$ cat config.mk
export PLATFORM = sky130hd
export DESIGN_NAME = utf8_line_word_char_counter
export DESIGN_NICKNAME = d
export VERILOG_FILES = /design/src/rtl/core/wcnt_pkg.sv /design/src/rtl/core/utf8_line_word_char_counter.sv /design/src/rtl/core/wcnt_front.sv /design/src/rtl/core/wcnt_queue.sv /design/src/rtl/core/wcnt_back.sv
export SDC_FILE = /design/constraint.sdc
export NUM_CORES = 1
export LEC_CHECK = 0
export BUFFER_PORTS_ARGS = -buffer_cell sky130_fd_sc_hd__buf_2
export CORE_ASPECT_RATIO = 1.1
export CORE_MARGIN = 1.5
export CORE_UTILIZATION = 60
export DETAILED_ROUTE_END_ITERATION = 10
export PLACE_DENSITY = 0.78
export SYNTH_ARGS = -nofsm -noshare
export SYNTH_HDL_FRONTEND = slang
export SYNTH_SLANG_ARGS = --single-unit
$ cat constraint.sdc
create_clock -name clk_i -period 5.8 [get_ports clk_i]
set_clock_uncertainty 0.1 [all_clocks]
set_input_delay 1.16 -clock clk_i [delete_from_list [all_inputs] [get_ports clk_i]]
set_output_delay 1.16 -clock clk_i [all_outputs]
set_load 0.02 [all_outputs]
$ cat src/rtl/core/wcnt_pkg.sv
// shared types, constants and character class functions for the text counter
package wcnt_pkg;

  localparam int unsigned COUNT_BITS  = 32;
  localparam int unsigned OUT_BITS    = 32;
  localparam int unsigned POINT_BITS  = 21;
  localparam int unsigned QUEUE_DEPTH = 2;
  localparam int unsigned QUEUE_AW    = (QUEUE_DEPTH > 1) ? $clog2(QUEUE_DEPTH) : 1;
  localparam int unsigned QUEUE_CW    = $clog2(QUEUE_DEPTH + 1);

  localparam logic [7:0] BYTE_NEWLINE = 8'h0A;
  localparam logic [7:0] BYTE_SPACE   = 8'h20;
  localparam logic [7:0] BYTE_TAB     = 8'h09;
  localparam logic [7:0] BYTE_CR      = 8'h0D;

  localparam logic [1:0] CONT_TAG  = 2'b10;
  localparam logic [2:0] LEAD2_TAG = 3'b110;
  localparam logic [3:0] LEAD3_TAG = 4'b1110;
  localparam logic [4:0] LEAD4_TAG = 5'b11110;

  typedef enum logic [1:0] {
    KIND_JUDGE = 2'd0,
    KIND_CONT  = 2'd1,
    KIND_LEAD  = 2'd2
  } kind_e;

  typedef struct packed {
    kind_e      kind;
    logic       ws;
    logic       nl;
    logic       chr;
    logic       last;
    logic [1:0] tail;
    logic [5:0] bits;
  } item_t;

  typedef logic [COUNT_BITS-1:0] count_t;
  typedef logic [OUT_BITS-1:0]   total_t;

  function automatic logic ascii_space(input logic [7:0] b);
    return (b == BYTE_SPACE) || ((b >= BYTE_TAB) && (b <= BYTE_CR));
  endfunction

  function automatic logic unicode_space(input logic [POINT_BITS-1:0] c);
    logic hit;
    hit = (c == POINT_BITS'(BYTE_SPACE)) ||
          ((c >= POINT_BITS'(BYTE_TAB)) && (c <= POINT_BITS'(BYTE_CR)));
    hit = hit || ((c >= POINT_BITS'(21'h2000)) && (c <= POINT_BITS'(21'h200A)));
    hit = hit || (c == POINT_BITS'(21'h0085)) || (c == POINT_BITS'(21'h00A0)) ||
          (c == POINT_BITS'(21'h1680)) || (c == POINT_BITS'(21'h2028)) ||
          (c == POINT_BITS'(21'h2029)) || (c == POINT_BITS'(21'h202F)) ||
          (c == POINT_BITS'(21'h205F)) || (c == POINT_BITS'(21'h3000));
    return hit;
  endfunction

  function automatic count_t bump(input count_t c);
    return (c == '1) ? c : c + count_t'(1);
  endfunction

  function automatic total_t show(input count_t c);
    logic [63:0] w;
    w = 64'(c);
    return (w > 64'({OUT_BITS{1'b1}})) ? '1 : w[OUT_BITS-1:0];
  endfunction

endpackage

$ cat src/rtl/core/utf8_line_word_char_counter.sv
// top level of the line, word, character and byte counter
// Takes one byte per cycle: the front stage classifies each byte in the cycle it is
// accepted and writes it to a two-entry queue; the back stage retires one queued byte
// per cycle into saturating counters, unless a last byte waits on a held result. It
// registers a file's totals when it retires the last byte; the next file's bytes are taken
// meanwhile; only a held result with a further last byte behind it stalls the input.
// text_mode resets to 1 (UTF-8); users write text_mode_we_i only while idle (unenforced).
module utf8_line_word_char_counter (
  input  logic              clk_i,
  input  logic              rst_ni,
  input  logic              text_mode_we_i,
  input  logic              text_mode_i,
  input  logic              in_valid_i,
  output logic              in_ready_o,
  input  logic [7:0]        byte_value_i,
  input  logic              last_byte_i,
  output logic              out_valid_o,
  input  logic              out_ready_i,
  output wcnt_pkg::total_t  line_total_o,
  output wcnt_pkg::total_t  word_total_o,
  output wcnt_pkg::total_t  char_total_o,
  output wcnt_pkg::total_t  byte_total_o
);
  import wcnt_pkg::*;

  item_t front_item;
  item_t queue_item;
  logic  queue_full;
  logic  queue_valid;
  logic  queue_pop;
  logic  push;

  assign in_ready_o = !queue_full;
  assign push       = in_valid_i && !queue_full;

  wcnt_front u_front (
    .clk_i          (clk_i),
    .rst_ni         (rst_ni),
    .text_mode_we_i (text_mode_we_i),
    .text_mode_i    (text_mode_i),
    .byte_value_i   (byte_value_i),
    .last_byte_i    (last_byte_i),
    .item_o         (front_item)
  );

  wcnt_queue u_queue (
    .clk_i       (clk_i),
    .rst_ni      (rst_ni),
    .push_i      (push),
    .push_data_i (front_item),
    .full_o      (queue_full),
    .pop_i       (queue_pop),
    .valid_o     (queue_valid),
    .data_o      (queue_item)
  );

  wcnt_back u_back (
    .clk_i        (clk_i),
    .rst_ni       (rst_ni),
    .ent_valid_i  (queue_valid),
    .ent_i        (queue_item),
    .pop_o        (queue_pop),
    .out_valid_o  (out_valid_o),
    .out_ready_i  (out_ready_i),
    .line_total_o (line_total_o),
    .word_total_o (word_total_o),
    .char_total_o (char_total_o),
    .byte_total_o (byte_total_o)
  );

endmodule

$ cat src/rtl/core/wcnt_front.sv
// front stage: mode register and per-byte classification
module wcnt_front (
  input  logic           clk_i,
  input  logic           rst_ni,
  input  logic           text_mode_we_i,
  input  logic           text_mode_i,
  input  logic [7:0]     byte_value_i,
  input  logic           last_byte_i,
  output wcnt_pkg::item_t item_o
);
  import wcnt_pkg::*;

  logic text_mode_q;
  logic is_cont;

  always_ff @(posedge clk_i or negedge rst_ni) begin
    if (!rst_ni) begin
      text_mode_q <= 1'b1;
    end else if (text_mode_we_i) begin
      text_mode_q <= text_mode_i;
    end
  end

  assign is_cont = (byte_value_i[7:6] == CONT_TAG);

  always_comb begin
    item_o      = '0;
    item_o.kind = KIND_JUDGE;
    item_o.nl   = (byte_value_i == BYTE_NEWLINE);
    item_o.chr  = !text_mode_q || !is_cont;
    item_o.last = last_byte_i;
    if (!text_mode_q || !byte_value_i[7]) begin
      item_o.ws = ascii_space(byte_value_i);
    end else if (is_cont) begin
      item_o.kind = KIND_CONT;
      item_o.bits = byte_value_i[5:0];
    end else if (byte_value_i[7:5] == LEAD2_TAG) begin
      item_o.kind = KIND_LEAD;
      item_o.tail = 2'd1;
      item_o.bits = {1'b0, byte_value_i[4:0]};
    end else if (byte_value_i[7:4] == LEAD3_TAG) begin
      item_o.kind = KIND_LEAD;
      item_o.tail = 2'd2;
      item_o.bits = {2'b0, byte_value_i[3:0]};
    end else if (byte_value_i[7:3] == LEAD4_TAG) begin
      item_o.kind = KIND_LEAD;
      item_o.tail = 2'd3;
      item_o.bits = {3'b0, byte_value_i[2:0]};
    end
  end

endmodule

$ cat src/rtl/core/wcnt_queue.sv
// short queue of classified bytes between front and back
module wcnt_queue (
  input  logic            clk_i,
  input  logic            rst_ni,
  input  logic            push_i,
  input  wcnt_pkg::item_t push_data_i,
  output logic            full_o,
  input  logic            pop_i,
  output logic            valid_o,
  output wcnt_pkg::item_t data_o
);
  import wcnt_pkg::*;

  item_t                mem_q [QUEUE_DEPTH];
  logic [QUEUE_AW-1:0]  wr_ptr_q, wr_ptr_d;
  logic [QUEUE_AW-1:0]  rd_ptr_q, rd_ptr_d;
  logic [QUEUE_CW-1:0]  count_q, count_d;

  assign full_o  = (count_q == QUEUE_CW'(QUEUE_DEPTH));
  assign valid_o = (count_q != '0);
  assign data_o  = mem_q[rd_ptr_q];

  always_comb begin
    wr_ptr_d = wr_ptr_q;
    rd_ptr_d = rd_ptr_q;
    count_d  = count_q;
    if (push_i) begin
      wr_ptr_d = (wr_ptr_q == QUEUE_AW'(QUEUE_DEPTH - 1)) ? '0 : wr_ptr_q + QUEUE_AW'(1);
    end
    if (pop_i) begin
      rd_ptr_d = (rd_ptr_q == QUEUE_AW'(QUEUE_DEPTH - 1)) ? '0 : rd_ptr_q + QUEUE_AW'(1);
    end
    if (push_i && !pop_i) begin
      count_d = count_q + QUEUE_CW'(1);
    end else if (pop_i && !push_i) begin
      count_d = count_q - QUEUE_CW'(1);
    end
  end

  always_ff @(posedge clk_i or negedge rst_ni) begin
    if (!rst_ni) begin
      wr_ptr_q <= '0;
      rd_ptr_q <= '0;
      count_q  <= '0;
    end else begin
      wr_ptr_q <= wr_ptr_d;
      rd_ptr_q <= rd_ptr_d;
      count_q  <= count_d;
    end
  end

  always_ff @(posedge clk_i) begin
    if (push_i) begin
      mem_q[wr_ptr_q] <= push_data_i;
    end
  end

endmodule

$ cat src/rtl/core/wcnt_back.sv
// back stage: sequence decoding, word tracking, saturating counters, result register
module wcnt_back (
  input  logic                 clk_i,
  input  logic                 rst_ni,
  input  logic                 ent_valid_i,
  input  wcnt_pkg::item_t      ent_i,
  output logic                 pop_o,
  output logic                 out_valid_o,
  input  logic                 out_ready_i,
  output wcnt_pkg::total_t     line_total_o,
  output wcnt_pkg::total_t     word_total_o,
  output wcnt_pkg::total_t     char_total_o,
  output wcnt_pkg::total_t     byte_total_o
);
  import wcnt_pkg::*;

  logic                   after_space_q, after_space_d;
  logic [POINT_BITS-1:0]  partial_q, partial_d;
  logic [1:0]             tail_q, tail_d;
  count_t                 lines_q, lines_d;
  count_t                 words_q, words_d;
  count_t                 chars_q, chars_d;
  count_t                 bytes_q, bytes_d;
  logic                   out_valid_q;
  total_t                 line_out_q, word_out_q, char_out_q, byte_out_q;
  logic                   judge_en;
  logic                   judge_ws;
  logic                   finish;

  // a last byte needs the result register free
  assign pop_o  = ent_valid_i && (!ent_i.last || !out_valid_q || out_ready_i);
  assign finish = pop_o && ent_i.last;

  always_comb begin
    partial_d = partial_q;
    tail_d    = tail_q;
    judge_en  = 1'b0;
    judge_ws  = 1'b0;
    case (ent_i.kind)
      KIND_JUDGE: begin
        partial_d = '0;
        tail_d    = '0;
        judge_en  = 1'b1;
        judge_ws  = ent_i.ws;
      end
      KIND_CONT: begin
        if (tail_q == '0) begin
          judge_en = 1'b1;
        end else begin
          partial_d = {partial_q[POINT_BITS-7:0], ent_i.bits};
          tail_d    = tail_q - 2'd1;
          if (tail_q == 2'd1) begin
            judge_en  = 1'b1;
            judge_ws  = unicode_space(partial_d);
            partial_d = '0;
          end
        end
      end
      KIND_LEAD: begin
        partial_d = POINT_BITS'(ent_i.bits);
        tail_d    = ent_i.tail;
      end
      default: begin
        partial_d = '0;
        tail_d    = '0;
      end
    endcase

    after_space_d = judge_en ? judge_ws : after_space_q;
    words_d = (judge_en && !judge_ws && after_space_q) ? bump(words_q) : words_q;
    lines_d = ent_i.nl ? bump(lines_q) : lines_q;
    chars_d = ent_i.chr ? bump(chars_q) : chars_q;
    bytes_d = bump(bytes_q);
  end

  always_ff @(posedge clk_i or negedge rst_ni) begin
    if (!rst_ni) begin
      after_space_q <= 1'b1;
      partial_q     <= '0;
      tail_q        <= '0;
      lines_q       <= '0;
      words_q       <= '0;
      chars_q       <= '0;
      bytes_q       <= '0;
    end else if (finish) begin
      after_space_q <= 1'b1;
      partial_q     <= '0;
      tail_q        <= '0;
      lines_q       <= '0;
      words_q       <= '0;
      chars_q       <= '0;
      bytes_q       <= '0;
    end else if (pop_o) begin
      after_space_q <= after_space_d;
      partial_q     <= partial_d;
      tail_q        <= tail_d;
      lines_q       <= lines_d;
      words_q       <= words_d;
      chars_q       <= chars_d;
      bytes_q       <= bytes_d;
    end
  end

  always_ff @(posedge clk_i or negedge rst_ni) begin
    if (!rst_ni) begin
      out_valid_q <= 1'b0;
    end else if (finish) begin
      out_valid_q <= 1'b1;
    end else if (out_ready_i) begin
      out_valid_q <= 1'b0;
    end
  end

  always_ff @(posedge clk_i) begin
    if (finish) begin
      line_out_q <= show(lines_d);
      word_out_q <= show(words_d);
      char_out_q <= show(chars_d);
      byte_out_q <= show(bytes_d);
    end
  end

  assign out_valid_o  = out_valid_q;
  assign line_total_o = line_out_q;
  assign word_total_o = word_out_q;
  assign char_total_o = char_out_q;
  assign byte_total_o = byte_out_q;

  a_clear_after_last : assert property (@(posedge clk_i) disable iff (!rst_ni)
    finish |=> out_valid_q && after_space_q && (bytes_q == '0) && (tail_q == '0))
    else $error("file state not cleared after last transfer");

  a_result_source : assert property (@(posedge clk_i) disable iff (!rst_ni)
    $rose(out_valid_q) |-> $past(finish))
    else $error("result raised without a last byte");

  a_no_overwrite : assert property (@(posedge clk_i) disable iff (!rst_ni)
    (out_valid_q && !out_ready_i) |-> !finish)
    else $error("pending result overwritten");

  a_bytes_nonzero : assert property (@(posedge clk_i) disable iff (!rst_ni)
    finish |=> byte_out_q != '0)
    else $error("result with zero bytes");

endmodule
==> impl_results.md <==
- Latest clock arrival within the worst-skew pair: 0.55 ns
- Area of the multi-input gates: 6240 µm²
- Global Route Usage Sum: 25.6%
- N_diodes: 0
- Leading cell type in the layout, fill and taps excluded: nand2_1
- Predominant post-synthesis flop cell: edfxtp_1
- Async SR Flop Fraction: 49.4%
- Num ports: 145
- Clock Path Buffers: 3
- Worst slew margin: 22.3%
- Top cell type's share of synthesized area: 30.8%
- Via count: 11,400
- Worst vdd ir: 0.485 mV
- DIE AREA: 26,300 µm²
- Main area contributors after synthesis: edfxtp_1 (31%), dfrtp_1 (25%), nand2_1 (4.8%), xnor2_1 (4.5%), o21ai_0 (3.3%)
- Layout cell share with drive strength beyond 1: 16.0%
- Most frequent cells in the layout: nand2_1 (194), edfxtp_1 (156), dfrtp_1 (150)
- Total gr overflow: 0
- WP data required: 6.00 ns
- Initial antenna violation count: 0
- Cell accounting for the most synthesized area: edfxtp_1
- Clock sinks: 308
- Iteration count of the initial detailed-routing pass: 5
- Maximum clock frequency: 0.234 GHz
- Sequential share of the synthesized area: 55.9%
- First-pass GRT wire length: 54.7 mm
- Total CTS buffers: 31
- Register area: 8490 µm²
- Worst setup EP type: flop
- Final Util: 69.3%
- Starting density of the core: 61.5%
- CTS tree: yes
- Final Hold Vio Count: 0
- Clk pin slew, worst setup/hold paths: 0.06 ns
- Setup Buffers After CTS: 0
- Status: finished clean
- Syn Std Cell Area: 15,200 µm²
- Final net count: 1,533
- Max-slew violations: 0
- Worst Tran Pin Value: 1.16 ns
- Synth Area per Inst: 10.8 µm²
- Worst Path Arrival: 4.47 ns
- Vias per cell: 6.22
- Unrepaired setup endpoints after global routing: false
- Fill cells: 1,798
- Max-cap viol count: 0
- Synth Warn #: 0
- Post-DP HPWL: 21.3 mm
- CTS Hold Bufs: 0
- Row count: 60
- # resized after CTS: 0
- Average wire per standard cell: 18.1 µm
- Vias in the first global route: 11,000
- Yosys cell types: 80
- Input/output buffers: 144
- Die height: 170 µm
- Lkg Pwr: 0.00715 µW
- Syn Inst Count: 1,406
- HP Class: flop to flop
- Fin crit share: 73.5%
- DRT iter0 DRCs: 855
- Final ANT Viol Nets: 0
- H-tree levels: 1
- Fin Setup TNS: 0 ns
- Setup violations, final: 0
- Pin count of the biggest net entering global routing: 125
- PwrDens: 512 nW/µm²
- Die Width: 155 µm
- Final wirelength: 33.4 mm
- CP Max Fanout: 22
- Synthesized flop and latch total: 308
- Area Overhead vs Synth: 12.6%
- Post-synth EDFFs: 156
- CP Class: flop to flop
- Core Region: 24,700 µm²
- Syn nets: 1,431
- Clock Tree Root: clkbuf_16
- Placer Congestion: 0.906
- CP startpoint kind: flop
- Fin crit period: 4.27 ns
- Number of remaining DRC errors: 0
## final timing paths
kind,from,end,slack [ns],depth (start not counted)
max,u_queue.rd_ptr_q,u_back.word_total_o[25],1.53,9
max in group asynchronous,rst_ni,u_back.words_q[2],3.86,2
max reg2reg,u_queue.rd_ptr_q,u_back.word_total_o[25],1.53,9
min reg2reg,u_queue.wr_ptr_q,u_queue.wr_ptr_q,0.39,1
min in group asynchronous,rst_ni,u_back.lines_q[12],0.45,1
min,u_queue.wr_ptr_q,u_queue.wr_ptr_q,0.39,1
## metrics by stage
stage	hold WS (ns)	total power, µW	instance area [µm²]	std cells	worst slack (ns)
2_1_floorplan	0.341	5730	15200	1406	1.10
3_3_place_gp	0.368	6610	16000	1785	1.90
3_5_place_dp	0.384	6700	16000	1785	1.66
4_1_cts	0.397	8810	17100	1842	1.65
5_1_grt	0.417	9220	17100	1842	1.26
6_report	0.393	8760	17100	1842	1.53
## cells in the mapped netlist, types with 8 or more instances
| cell | instances |
|---|---|
| and4_1 | 14 |
| o21ai_0 | 99 |
| nor3_1 | 19 |
| o211ai_1 | 8 |
| nor2_1 | 61 |
| nand4_1 | 28 |
| a22o_1 | 29 |
| ha_1 | 10 |
| and2_1 | 22 |
| and3_1 | 47 |
| mux2_2 | 9 |
| o31ai_1 | 38 |
| buf_2 | 12 |
| xor2_1 | 50 |
| edfxtp_1 | 156 |
| inv_1 | 24 |
| a21oi_1 | 27 |
| a31oi_1 | 51 |
| nand3_1 | 57 |
| clkbuf_1 | 54 |
| dfrtp_1 | 150 |
| xnor2_1 | 78 |
| nor4_1 | 19 |
| mux2i_1 | 10 |
| nand2_1 | 194 |
## kinds of logic (layout without fill, tap and decap cells)
logic type / after synthesis / after routing / synth area share (%)
multiplexers: 19 / 19 / 1.33
XOR/XNOR: 128 / 128 / 7.38
AND/OR/NAND/NOR: 521 / 521 / 17.7
flip-flops: 308 / 308 / 55.9
AO/OA/AOI/OAI: 310 / 310 / 13.7
adder cells (fa/ha/maj): 10 / 10 / 0.823
buffers and inverters: 110 / 236 / 3.20
## critical path, cell delays in order (launching register included)
cell and delay, ns:
dfrtp_1 0.80, buf_4 0.36, mux2i_1 0.33, ha_1 0.31, o21ai_0 0.15, o21ai_0 0.26
nand2_1 0.26, o32ai_1 1.04, and3_1 0.32, xor2_1 0.08
## report_power, final
group	switching [µW]	leakage (µW)	internal, µW	total, µW
Combinational	2290	0.00299	863	3150
Clock	847	0.000525	1250	2100
Sequential	364	0.00363	3150	3510
## per-layer routing
layer  global-route usage, %  wire [µm]  vias to the layer above
met5                       0          0                        -
met4                    8.53        818                        0
met3                    3.28       1920                       65
met2                    42.2      15800                      432
met1                    35.4      14900                     5554
li1                        -          -                     5398
## sequential cells by signal, summed over array words and instances, names as in the netlist
register / flops
u_back.bytes_q: 32
u_back.char_total_o: 32
u_back.tail_q: 2
u_back.out_valid_o: 1
u_back.byte_total_o: 32
u_back.words_q: 32
u_queue.wr_ptr_q: 1
u_back.partial_q: 15
u_back.after_space_q: 1
u_back.chars_q: 32
u_back.word_total_o: 32
u_queue.mem_q: 28
u_back.lines_q: 32
u_queue.rd_ptr_q: 1
u_back.line_total_o: 32
u_front.text_mode_q: 1
u_queue.count_q: 2
## final cells by class
class | count | share of cell area (%)
Clock buffer | 32 | 4.62
Clock inverter | 25 | 1.62
Inverter | 25 | 0.563
Multi-Input combinational cell | 988 | 36.5
Sequential cell | 308 | 49.6
Tap cell | 310 | 2.27
Timing Repair Buffer | 154 | 4.84
No activity file was read; power rests on OpenSTA's default activity.
